$ cat src/rtl/core/sjfs_pkg.sv
// ----------------------------------------------------------------------------
// sjfs_pkg
// Shared types, sizes and the key compare of the shortest-job-first scheduler.
// ----------------------------------------------------------------------------
`default_nettype none

package sjfs_pkg;

  // job store sizing
  localparam int MAX_JOBS = 64;
  localparam int IDX_W    = $clog2(MAX_JOBS);
  localparam int CNT_W    = $clog2(MAX_JOBS + 1);

  // fixed field widths
  localparam int TIME_IN_W = 16;
  localparam int JOB_W     = 7;
  localparam int CLOCK_W   = 23;
  localparam int WAIT_W    = 22;
  localparam int SUM_W     = 28;

  // sequencer states
  typedef enum logic [2:0] {
    ST_IDLE,
    ST_SCHED_SCAN,
    ST_SCHED_APPLY,
    ST_EMIT_SCAN,
    ST_EMIT_READ,
    ST_EMIT_LOAD,
    ST_EMIT_HOLD
  } sjfs_state_t;

  // two-level key compare: (hi_a, lo_a) strictly before (hi_b, lo_b)
  function automatic logic key_less(input logic [TIME_IN_W-1:0] hi_a,
                                    input logic [TIME_IN_W-1:0] lo_a,
                                    input logic [TIME_IN_W-1:0] hi_b,
                                    input logic [TIME_IN_W-1:0] lo_b);
    logic res;
    res = (hi_a < hi_b) || ((hi_a == hi_b) && (lo_a < lo_b));
    return res;
  endfunction

endpackage

`default_nettype wire

$ cat src/rtl/core/sjf_nonpreemptive_scheduler_unit.sv
// ----------------------------------------------------------------------------
// sjf_nonpreemptive_scheduler_unit
// Collects a set of jobs, runs non-preemptive shortest-job-first over them and
// reports per-job waiting and turnaround times in arrival order.
// ----------------------------------------------------------------------------
// Each job item is taken and stored; up to MAX_JOBS jobs are kept and further
// jobs are dropped. The item with last_job set starts the run and the block
// then holds in_stall high until the last result has been taken.
// All work goes through one scan over the job memory with a registered read
// and one shared key comparator: every scheduling decision is a scan followed
// by an update step, and a decision that finds no arrived job makes time jump
// to the earliest pending arrival and scans again (at most n extra scans for
// n jobs). Every result is another scan in output order, then the stored wait
// is read, the output register is loaded and the result is presented, held
// there while out_stall is high. Totals are zero except on the last result.
`default_nettype none

module sjf_nonpreemptive_scheduler_unit
  import sjfs_pkg::*;
(
  input  wire logic                 clk,
  input  wire logic                 rst_n,
  // job items
  input  wire logic                 in_valid,
  output logic                      in_stall,
  input  wire logic [TIME_IN_W-1:0] in_arrival_time,
  input  wire logic [TIME_IN_W-1:0] in_burst_time,
  input  wire logic                 in_last_job,
  // result items
  output logic                      out_valid,
  input  wire logic                 out_stall,
  output logic [JOB_W-1:0]          out_job_number,
  output logic [WAIT_W-1:0]         out_waiting_time,
  output logic [WAIT_W-1:0]         out_turnaround_time,
  output logic [SUM_W-1:0]          out_total_waiting,
  output logic [SUM_W-1:0]          out_total_turnaround,
  output logic                      out_last_result
);

  // job memories
  logic [TIME_IN_W-1:0] arrival_mem [MAX_JOBS];
  logic [TIME_IN_W-1:0] burst_mem   [MAX_JOBS];
  logic [CLOCK_W-1:0]   wait_mem    [MAX_JOBS];

  sjfs_state_t state_r, state_nxt;

  logic [CNT_W-1:0]     job_cnt_r;
  logic [CNT_W-1:0]     sched_cnt_r;
  logic [CNT_W-1:0]     emit_cnt_r;
  logic [CNT_W-1:0]     issue_r;
  logic                 p_vld_r;
  logic [IDX_W-1:0]     p_idx_r;
  logic [MAX_JOBS-1:0]  done_r;

  logic [TIME_IN_W-1:0] arr_q_r, bur_q_r;
  logic [CLOCK_W-1:0]   wait_q_r;

  logic [CLOCK_W-1:0]   time_r;
  logic [SUM_W-1:0]     wsum_r, tsum_r;

  logic                 found_r;
  logic [IDX_W-1:0]     best_idx_r;
  logic [TIME_IN_W-1:0] best_a_r, best_b_r;
  logic                 any_r;
  logic [TIME_IN_W-1:0] earliest_r;

  logic                 out_valid_r;
  logic [JOB_W-1:0]     out_job_r;
  logic [WAIT_W-1:0]    out_wait_r, out_turn_r;
  logic [SUM_W-1:0]     out_twait_r, out_tturn_r;
  logic                 out_last_r;

  logic                 in_acc, out_acc;
  logic                 scanning, emit_mode, scan_end;
  logic                 issue_go;
  logic [IDX_W-1:0]     rd_addr;
  logic                 p_done;
  logic [TIME_IN_W-1:0] cmp_hi_a, cmp_lo_a, cmp_hi_b, cmp_lo_b;
  logic                 cmp_less;
  logic                 take_sched, take_emit, take_best;
  logic [CLOCK_W-1:0]   new_wait;
  logic [CLOCK_W-1:0]   emit_turn;

  assign in_acc  = in_valid && !in_stall;
  assign out_acc = out_valid_r && !out_stall;

  // scan control
  assign scanning  = (state_r == ST_SCHED_SCAN) || (state_r == ST_EMIT_SCAN);
  assign emit_mode = (state_r == ST_EMIT_SCAN);
  assign issue_go  = scanning && (issue_r != job_cnt_r);
  assign scan_end  = scanning && (issue_r == job_cnt_r) && !p_vld_r;
  assign rd_addr   = issue_r[IDX_W-1:0];
  assign p_done    = done_r[p_idx_r];

  // shared key comparator: (burst, arrival) when scheduling, swapped when emitting
  assign cmp_hi_a = emit_mode ? arr_q_r  : bur_q_r;
  assign cmp_lo_a = emit_mode ? bur_q_r  : arr_q_r;
  assign cmp_hi_b = emit_mode ? best_a_r : best_b_r;
  assign cmp_lo_b = emit_mode ? best_b_r : best_a_r;
  assign cmp_less = key_less(cmp_hi_a, cmp_lo_a, cmp_hi_b, cmp_lo_b);

  // candidate selection
  assign take_sched = (state_r == ST_SCHED_SCAN) && p_vld_r && !p_done &&
                      (CLOCK_W'(arr_q_r) <= time_r) && (!found_r || cmp_less);
  assign take_emit  = emit_mode && p_vld_r && p_done && (!found_r || cmp_less);
  assign take_best  = take_sched || take_emit;

  assign new_wait  = time_r - CLOCK_W'(best_a_r);
  assign emit_turn = wait_q_r + CLOCK_W'(best_b_r);

  // next state
  always_comb begin
    state_nxt = state_r;
    unique case (state_r)
      ST_IDLE: begin
        if (in_acc && in_last_job) state_nxt = ST_SCHED_SCAN;
      end
      ST_SCHED_SCAN: begin
        if (scan_end) state_nxt = ST_SCHED_APPLY;
      end
      ST_SCHED_APPLY: begin
        if (found_r && (sched_cnt_r + CNT_W'(1) == job_cnt_r)) state_nxt = ST_EMIT_SCAN;
        else state_nxt = ST_SCHED_SCAN;
      end
      ST_EMIT_SCAN: begin
        if (scan_end) state_nxt = ST_EMIT_READ;
      end
      ST_EMIT_READ: state_nxt = ST_EMIT_LOAD;
      ST_EMIT_LOAD: state_nxt = ST_EMIT_HOLD;
      ST_EMIT_HOLD: begin
        if (out_acc) state_nxt = out_last_r ? ST_IDLE : ST_EMIT_SCAN;
      end
      default: state_nxt = ST_IDLE;
    endcase
  end

  // state register
  always_ff @(posedge clk) begin
    if (!rst_n) state_r <= ST_IDLE;
    else state_r <= state_nxt;
  end

  // job memories: write on store, registered read for the scan
  always_ff @(posedge clk) begin
    if (in_acc && (job_cnt_r != CNT_W'(MAX_JOBS))) begin
      arrival_mem[job_cnt_r[IDX_W-1:0]] <= in_arrival_time;
      burst_mem[job_cnt_r[IDX_W-1:0]]   <= in_burst_time;
    end
    arr_q_r <= arrival_mem[rd_addr];
    bur_q_r <= burst_mem[rd_addr];
  end

  // wait memory: written per scheduled job, read at the selected job
  always_ff @(posedge clk) begin
    if ((state_r == ST_SCHED_APPLY) && found_r) wait_mem[best_idx_r] <= new_wait;
    wait_q_r <= wait_mem[best_idx_r];
  end

  // scan pipeline and control counters
  always_ff @(posedge clk) begin
    if (!rst_n) begin
      job_cnt_r   <= '0;
      sched_cnt_r <= '0;
      emit_cnt_r  <= '0;
      issue_r     <= '0;
      p_vld_r     <= 1'b0;
      done_r      <= '0;
      found_r     <= 1'b0;
      any_r       <= 1'b0;
      time_r      <= '0;
      wsum_r      <= '0;
      tsum_r      <= '0;
      out_valid_r <= 1'b0;
    end else begin
      p_vld_r <= issue_go;
      if (issue_go) issue_r <= issue_r + CNT_W'(1);

      unique case (state_r)
        ST_IDLE: begin
          if (in_acc && (job_cnt_r != CNT_W'(MAX_JOBS))) job_cnt_r <= job_cnt_r + CNT_W'(1);
        end
        ST_SCHED_SCAN, ST_EMIT_SCAN: begin
          if (take_best) found_r <= 1'b1;
          // earliest pending arrival for the idle jump
          if ((state_r == ST_SCHED_SCAN) && p_vld_r && !p_done) begin
            any_r <= 1'b1;
            if (!any_r || (arr_q_r < earliest_r)) earliest_r <= arr_q_r;
          end
        end
        ST_SCHED_APPLY: begin
          issue_r <= '0;
          found_r <= 1'b0;
          any_r   <= 1'b0;
          if (found_r) begin
            done_r[best_idx_r] <= 1'b1;
            sched_cnt_r        <= sched_cnt_r + CNT_W'(1);
            time_r             <= time_r + CLOCK_W'(best_b_r);
            wsum_r             <= wsum_r + SUM_W'(new_wait);
            tsum_r             <= tsum_r + SUM_W'(new_wait) + SUM_W'(best_b_r);
          end else begin
            time_r <= CLOCK_W'(earliest_r);
          end
        end
        ST_EMIT_READ: ;
        ST_EMIT_LOAD: begin
          out_valid_r        <= 1'b1;
          done_r[best_idx_r] <= 1'b0;
          emit_cnt_r         <= emit_cnt_r + CNT_W'(1);
          issue_r            <= '0;
          found_r            <= 1'b0;
        end
        ST_EMIT_HOLD: begin
          if (out_acc) begin
            out_valid_r <= 1'b0;
            if (out_last_r) begin
              job_cnt_r   <= '0;
              sched_cnt_r <= '0;
              emit_cnt_r  <= '0;
              time_r      <= '0;
              wsum_r      <= '0;
              tsum_r      <= '0;
            end
          end
        end
        default: ;
      endcase
    end
  end

  // best candidate payload
  always_ff @(posedge clk) begin
    if (take_best) begin
      best_idx_r <= p_idx_r;
      best_a_r   <= arr_q_r;
      best_b_r   <= bur_q_r;
    end
    p_idx_r <= rd_addr;
  end

  // result register
  always_ff @(posedge clk) begin
    if (state_r == ST_EMIT_LOAD) begin
      out_job_r   <= JOB_W'(best_idx_r) + JOB_W'(1);
      out_wait_r  <= wait_q_r[WAIT_W-1:0];
      out_turn_r  <= emit_turn[WAIT_W-1:0];
      out_last_r  <= (emit_cnt_r + CNT_W'(1) == job_cnt_r);
      out_twait_r <= (emit_cnt_r + CNT_W'(1) == job_cnt_r) ? wsum_r : '0;
      out_tturn_r <= (emit_cnt_r + CNT_W'(1) == job_cnt_r) ? tsum_r : '0;
    end
  end

  assign in_stall             = (state_r != ST_IDLE);
  assign out_valid            = out_valid_r;
  assign out_job_number       = out_job_r;
  assign out_waiting_time     = out_wait_r;
  assign out_turnaround_time  = out_turn_r;
  assign out_total_waiting    = out_twait_r;
  assign out_total_turnaround = out_tturn_r;
  assign out_last_result      = out_last_r;

  // no job item is taken while a result is pending
  assert property (@(posedge clk) disable iff (!rst_n) !(in_acc && out_valid_r))
    else $error("job item accepted while a result is pending");

  // the job count never exceeds the store depth
  assert property (@(posedge clk) disable iff (!rst_n) job_cnt_r <= CNT_W'(MAX_JOBS))
    else $error("job count beyond store depth");

  // a scheduled job has always arrived
  assert property (@(posedge clk) disable iff (!rst_n)
    ((state_r == ST_SCHED_APPLY) && found_r) |-> (CLOCK_W'(best_a_r) <= time_r))
    else $error("scheduled job has not arrived");

  // the run is cleared once the last result is taken
  assert property (@(posedge clk) disable iff (!rst_n)
    (out_acc && out_last_r) |=> ((job_cnt_r == '0) && (done_r == '0)))
    else $error("run not cleared after last result");

endmodule

`default_nettype wire
$ cat config.mk
export PLATFORM = sky130hd
export DESIGN_NAME = sjf_nonpreemptive_scheduler_unit
export DESIGN_NICKNAME = d
export VERILOG_FILES = /design/src/rtl/core/sjfs_pkg.sv /design/src/rtl/core/sjf_nonpreemptive_scheduler_unit.sv
export SDC_FILE = /design/constraint.sdc
export NUM_CORES = 2
export LEC_CHECK = 0
export ABC_CLOCK_PERIOD_IN_PS = 12350
export BUFFER_PORTS_ARGS = -buffer_cell sky130_fd_sc_hd__buf_2
export CORE_UTILIZATION = 45
export CTS_CLUSTER_SIZE = 28
export DETAILED_ROUTE_END_ITERATION = 12
export PLACE_DENSITY_LB_ADDON = 0.12
export SYNTH_ARGS = -nofsm -noshare
export SYNTH_HDL_FRONTEND = slang
export SYNTH_SLANG_ARGS = --single-unit
$ cat constraint.sdc
create_clock -name clk -period 12.35 [get_ports clk]
set_clock_uncertainty 0.1 [all_clocks]
set_input_delay 0.6175 -clock clk [delete_from_list [all_inputs] [get_ports clk]]
set_output_delay 0.6175 -clock clk [all_outputs]
set_load 0.01 [all_outputs]
* Yosys cells after proc, flatten, opt, wreduce, memory -nomap -nowiden
Memories as Yosys holds them, arrays and structs flattened. A register that Yosys moved wholly into a read port is not among the register bits.
Cells that the tools add are included.
** Word-level totals
- Flip-flop bits (word level) :: 346
- Latch bits :: 0
- RAM bits :: 3520
- Bits in read-only memories :: 0
- Bits of input ports :: 37
- Output and inout port bits :: 110
- Word-level logic and storage cells :: 164
- Memories :: 3
** Memories
- wait_mem :: words 64, bits a word 23, read ports 1, clocked after Yosys merged registers in 1, write ports 1, line sjf_nonpreemptive_scheduler_unit.sv:43 : logic [CLOCK_W-1:0] wait_mem [MAX_JOBS];
- arrival_mem :: words 64, bits a word 16, read ports 1, clocked after Yosys merged registers in 1, write ports 1, line sjf_nonpreemptive_scheduler_unit.sv:41 : logic [TIME_IN_W-1:0] arrival_mem [MAX_JOBS];
- burst_mem :: words 64, bits a word 16, read ports 1, clocked after Yosys merged registers in 1, write ports 1, line sjf_nonpreemptive_scheduler_unit.sv:42 : logic [TIME_IN_W-1:0] burst_mem [MAX_JOBS];
** Cells by class
- Add/sub/neg operators :: 11
- $mul :: 0
- Div/mod/pow operators :: 0
- $lt $le $gt $ge :: 7
- Equality and inequality tests :: 21
- Shifts and indexed selects :: 0
- Muxes and demuxes :: 44
- Bitwise gates (word level) :: 4
- Reductions and logical operators :: 50
** Operator list (count)
- 64-bit one-hot mux with 2 select lines :: 1
- 28-bit 2-to-1 mux :: 4
- 28-bit one-hot mux with 2 select lines :: 2
- 23-bit 2-to-1 mux :: 3
- 64-bit AND :: 1
- 16-bit 2-to-1 mux :: 4
- 64-bit 2-to-1 mux :: 1
- 64-bit inverter :: 1
- 64-bit OR :: 1
- 28-bit by 23-bit adder with 28-bit output :: 2
- 16-bit < comparator :: 3
- 23-bit one-hot mux with 2 select lines :: 1
- 7-bit one-hot mux with 2 select lines :: 3
- 28-bit by 16-bit adder with 28-bit output :: 1
- 7-bit by 1-bit adder with 7-bit output, second input constant :: 4
- 7-bit 2-to-1 mux :: 4
- 23-bit by 16-bit adder with 23-bit output :: 1
- 16-bit by 23-bit <= comparator with 1-bit output :: 1
- 23-bit by 16-bit subtractor with 23-bit output :: 1
- 22-bit by 16-bit adder with 22-bit output :: 1
- 7-bit equality test :: 3
- 3-bit one-hot mux with 7 select lines :: 1
- 1-bit logical AND :: 18
- 16-bit equality test :: 1
- 27 further kinds :: 74

* Longest topological paths before layout
- Word-level depth :: 10
- Depth in mapped cells :: 21
- Gate-level depth less buffers :: 21

* Least setup slack after synthesis
Ideal clock, no wire load.
- Kind :: register to register
- From :: register time_r[0]
- To :: register tsum_r[27]
- Setup time :: 71 ps
- Data arrival time :: 6296 ps
- Required time :: 12179 ps
- Setup slack :: 5884 ps
- Stages on the path, launching flop included :: 20
- Period minus slack after synthesis :: 6466 ps
- Path through :: dfxtp_1 > inv_1 > ha_1 > fa_1 > nor2b_1 > o21ai_1 > a21oi_1 > o21a_1 > a21o_1 > a21oi_1 > xnor2_1 > fa_1 > ha_1 > a21oi_1 > a211oi_1 > a21boi_1 > o31ai_1 > a31oi_1 > or3_1 > a21oi_1
** On the way
- Longest elaborated chain between the ends :: 5
** RTL lines
- start: declaration :: line sjf_nonpreemptive_scheduler_unit.sv:58 : logic [CLOCK_W-1:0] time_r;
- start signal: assignment :: line sjf_nonpreemptive_scheduler_unit.sv:197 : time_r <= time_r + CLOCK_W'(best_b_r);
- start signal: assignment :: line sjf_nonpreemptive_scheduler_unit.sv:201 : time_r <= CLOCK_W'(earliest_r);
- 23-bit by 16-bit subtractor with 23-bit output :: line sjf_nonpreemptive_scheduler_unit.sv:108 : assign new_wait = time_r - CLOCK_W'(best_a_r);
- via new_wait[10] :: line sjf_nonpreemptive_scheduler_unit.sv:81 : logic [CLOCK_W-1:0] new_wait;
- 28-bit by 23-bit adder with 28-bit output :: line sjf_nonpreemptive_scheduler_unit.sv:199 : tsum_r <= tsum_r + SUM_W'(new_wait) + SUM_W'(best_b_r);
- 28-bit by 16-bit adder with 28-bit output :: line sjf_nonpreemptive_scheduler_unit.sv:199
- 28-bit 2-to-1 mux :: line sjf_nonpreemptive_scheduler_unit.sv:194 : if (found_r) begin
- 28-bit one-hot mux with 2 select lines :: line sjf_nonpreemptive_scheduler_unit.sv:178 : unique case (state_r)
- end signal: assignment :: line sjf_nonpreemptive_scheduler_unit.sv:199
- end: declaration :: line sjf_nonpreemptive_scheduler_unit.sv:59 : logic [SUM_W-1:0] wsum_r, tsum_r;
The timed path passes the listed nets, and every way through them passes these cells. The select of a mux whose other input is x is not followed.
A chain may end at the register's enable or synchronous reset.

* Worst setup path after layout
Same ends and word-level chain as after synthesis.

==> impl_metrics.py <==
metrics = {
    "logic_synthesis": {
        "synth_edf_count": 3618,
        "synth-async-reset-ratio_pct": 0,
        "synth-main-ff-cell": "edfxtp_1",
        "yosysTopAreaCell": "edfxtp_1",
        "synth.top_cell.area_share_pct": 72.7,
        "yosysSeqAreaShare_pct": 75.9,
        "syn_inst": 7644,
        "synth-seq-cells": 3856,
        "synthTopCellsByArea": "edfxtp_1 (73%), mux4_2 (10%), dfxtp_1 (3.2%)",
        "synth_nets": 7871,
        "synth-warning-count": 0,
        "synthDistinctLibCells": 81,
        "syn-cell-area_mm2": 0.149,
        "synth_area_per_cell_um2": 19.6,
    },
    "detailed_routing": {
        "wl_per_cell_um": 32.9,
        "num_vias": 78300,
        "via_per_inst": 6.13,
        "drt_iter0_markers": 8196,
        "detail-route-antenna-nets": 0,
        "drt_first_pass_iters": 6,
        "drt-total-wl_mm": 420,
        "drc": 0,
    },
    "place": {
        "dp_hpwl_mm": 239,
        "place_congestion": 0.847,
        "port_buffers": 146,
    },
    "cts": {
        "tritoncts": "done",
        "cts_sinks": 3856,
        "cts.reportedPaths.clkPinSlew_ps": 60,
        "cts_resized": 0,
        "clockBufferDepth": 4,
        "ctsRootBufferMaster": "clkbuf_16",
        "cts_buffers": 399,
        "htree_levels": 5,
        "clock_latency_ps": 960,
    },
    "power_and_ir_drop": {
        "peakVddDrop_uv": 137,
        "p_leak_nw": 53.1,
        "powerDensity_mw_per_mm2": 163,
    },
    "global_routing": {
        "grt_overflow": 0,
        "antenna_found_initial": 39,
        "grt_pass1_wl_mm": 592,
        "grt_usage_pct": 25.0,
        "grt_pass1_vias": 78100,
        "grt_max_degree": 122,
    },
    "worst_setup_path": {
        "path_class": "flop to flop",
        "start_kind": "flop",
        "cp-end-kind": "flop",
        "worstPathMaxFanout": 66,
        "arrival_ps": 7170,
        "required_ps": 13110,
        "critPathLaunch": "time_r[0]",
        "rr_startpoint": "time_r[0]",
    },
    "cells_and_area": {
        "final_common_cell": "edfxtp_1",
        "final_net_count": 8272,
        "layout_common_cells": "edfxtp_1 (3,618), mux4_2 (690), a22oi_1 (519), clkbuf_16 (406), buf_4 (257)",
        "synthToLayoutAreaGrowth_pct": 13.8,
        "fill_cells": 26400,
        "fin_util_pct": 51.5,
        "final-seq-area_mm2": 0.113,
        "multi_input_area_mm2": 0.0349,
        "drive_gt1_share_pct": 22.0,
    },
    "sta": {
        "setup_viol": 0,
        "setup_tns_ps": 0,
        "rsz0062_at_grt": "no",
        "slew_viol_final": 0,
        "hold_viol_final": 0,
        "finalCritPeriodShare_pct": 51.9,
        "fmax_ghz": 0.156,
        "relSlewSlack_pct": 16.9,
        "timing_worst_slew_pin_value_ps": 1240,
        "finalCriticalPeriod_ps": 6410,
    },
    "min_path": {
        "hp-class": "input pin to flop",
        "hold_start": "in_valid",
    },
    "floorplan": {
        "fp-row-count": 211,
        "core-area_mm2": 0.331,
        "die_w_um": 578,
        "die_h_um": 578,
        "die-area_mm2": 0.334,
        "initial_core_util_pct": 45.2,
        "ios": 147,
    },
    "job": {
        "max_cap_viol_count": 0,
    },
    "outcome": {
        "status": "finished, final reports clean",
    },
}
[layer usage]
layer	GRT usage, %	vias to the layer above	share of wire (%)
li1	-	32800	-
met1	34.1	42000	41
met2	41.9	2871	49
met3	3.25	606	6.1
met4	7.59	6	3.2
met5	0	-	0.0090
[worst max-delay path: stages, from the launching register on]
cell,delay (ps)
dfxtp_1,370
inv_1,60
ha_1,220
fa_1,440
nor2b_1,140
o21ai_1,90
a21oi_1,270
o21a_1,300
a21o_1,180
a2111oi_0,110
nor3_1,490
xor2_4,160
buf_4,570
fa_1,540
ha_1,360
nand2_1,70
a211oi_1,350
a21boi_1,210
o31ai_1,530
a31oi_1,240
or3_1,400
a21oi_1,150
[power by group]
group          total [mW]  switching (mW)  internal, mW
logic                1.32           0.831         0.485
clock network        12.0            5.02          6.94
registers            14.5          0.0777          14.4
[cell families after synthesis]
family,synth area share [%]
and+or+nand+nor,2.63
xor gates and xnor gates,0.750
DFF,75.9
buffers and inverters,1.39
muxes,10.9
adders and majority gates,1.70
AOI/OAI and AO/OA,6.74
[synthesized netlist by cell type, drive strengths merged (6+ instances only)]
| master | instances |
|---|---|
| o211ai | 13 |
| a21boi | 8 |
| o21ai | 81 |
| a22oi | 519 |
| edfxtp | 3618 |
| a21o | 50 |
| o221a | 63 |
| nand3 | 98 |
| o21bai | 11 |
| nor2 | 294 |
| mux2i | 40 |
| nand2 | 142 |
| a211oi | 16 |
| or3 | 10 |
| o31ai | 7 |
| inv | 114 |
| and2 | 59 |
| and3 | 14 |
| mux4 | 691 |
| nand3b | 9 |
| xnor2 | 83 |
| or2 | 8 |
| nor4 | 32 |
| buf | 112 |
| fa | 21 |
| nand2b | 19 |
| ha | 169 |
| a21oi | 171 |
| nor2b | 16 |
| nor3 | 35 |
| xor2 | 45 |
| dfxtp | 238 |
| a221oi | 104 |
| a22o | 105 |
| clkbuf | 299 |
| nor3b | 7 |
| nand4 | 60 |
| o22ai | 8 |
| mux2 | 32 |
| o21a | 18 |
| a222oi | 6 |
| a41oi | 41 |
| a31oi | 107 |
[worst paths after layout]
check	depth (start not counted)	slack [ps]	end
max	21	5940	tsum_r[27]
min	5	80	state_r[0]
max reg2reg	21	5940	tsum_r[27]
min reg2reg	2	370	wsum_r[19]
[area by class of cell]
| cell class | instances | area share [%] |
|---|---|---|
| timing repair buffer | 411 | 1.65 |
| clock inverter | 223 | 1.36 |
| inverter | 118 | 0.262 |
| tap | 4366 | 3.21 |
| sequential | 3856 | 66.7 |
| multi-input combinational | 3259 | 20.5 |
| clock buffer | 517 | 6.29 |
| antenna | 15 | 0.0221 |
[per-stage QoR]
stage | hold slack [ps] | power [mW] | setup slack [ps] | std cells | cell area (um2)
2_1_floorplan | 229 | 15.6 | 5880 | 7644 | 149000
3_3_place_gp | 336 | 16.1 | 5890 | 12000 | 157000
3_5_place_dp | 359 | 16.1 | 5950 | 12000 | 157000
4_1_cts | 10.1 | 28.0 | 5950 | 12800 | 170000
5_1_grt | 119 | 28.6 | 5510 | 12800 | 170000
6_report | 83.5 | 27.8 | 5940 | 12800 | 170000
[flip-flops by register name, summed over array words and instances, names as in the netlist, 16 cells and up, named ones only]
signal / flops
best_b_r: 16
out_turnaround_time: 22
earliest_r: 16
wait_mem: 1408
arrival_mem: 1024
bur_q_r: 16
out_total_waiting: 28
time_r: 23
tsum_r: 28
out_waiting_time: 22
arr_q_r: 16
out_total_turnaround: 28
wait_q_r: 22
wsum_r: 28
burst_mem: 1024
best_a_r: 16
[what timing repair did]
| item | 4_1_cts | 5_1_grt |
|---|---|---|
| hold buffers | 2 | 0 |
| setup buffers | 0 | 0 |
| hold endpoints to repair | 2 | 0 |
Power figures use the tool's default switching activity.
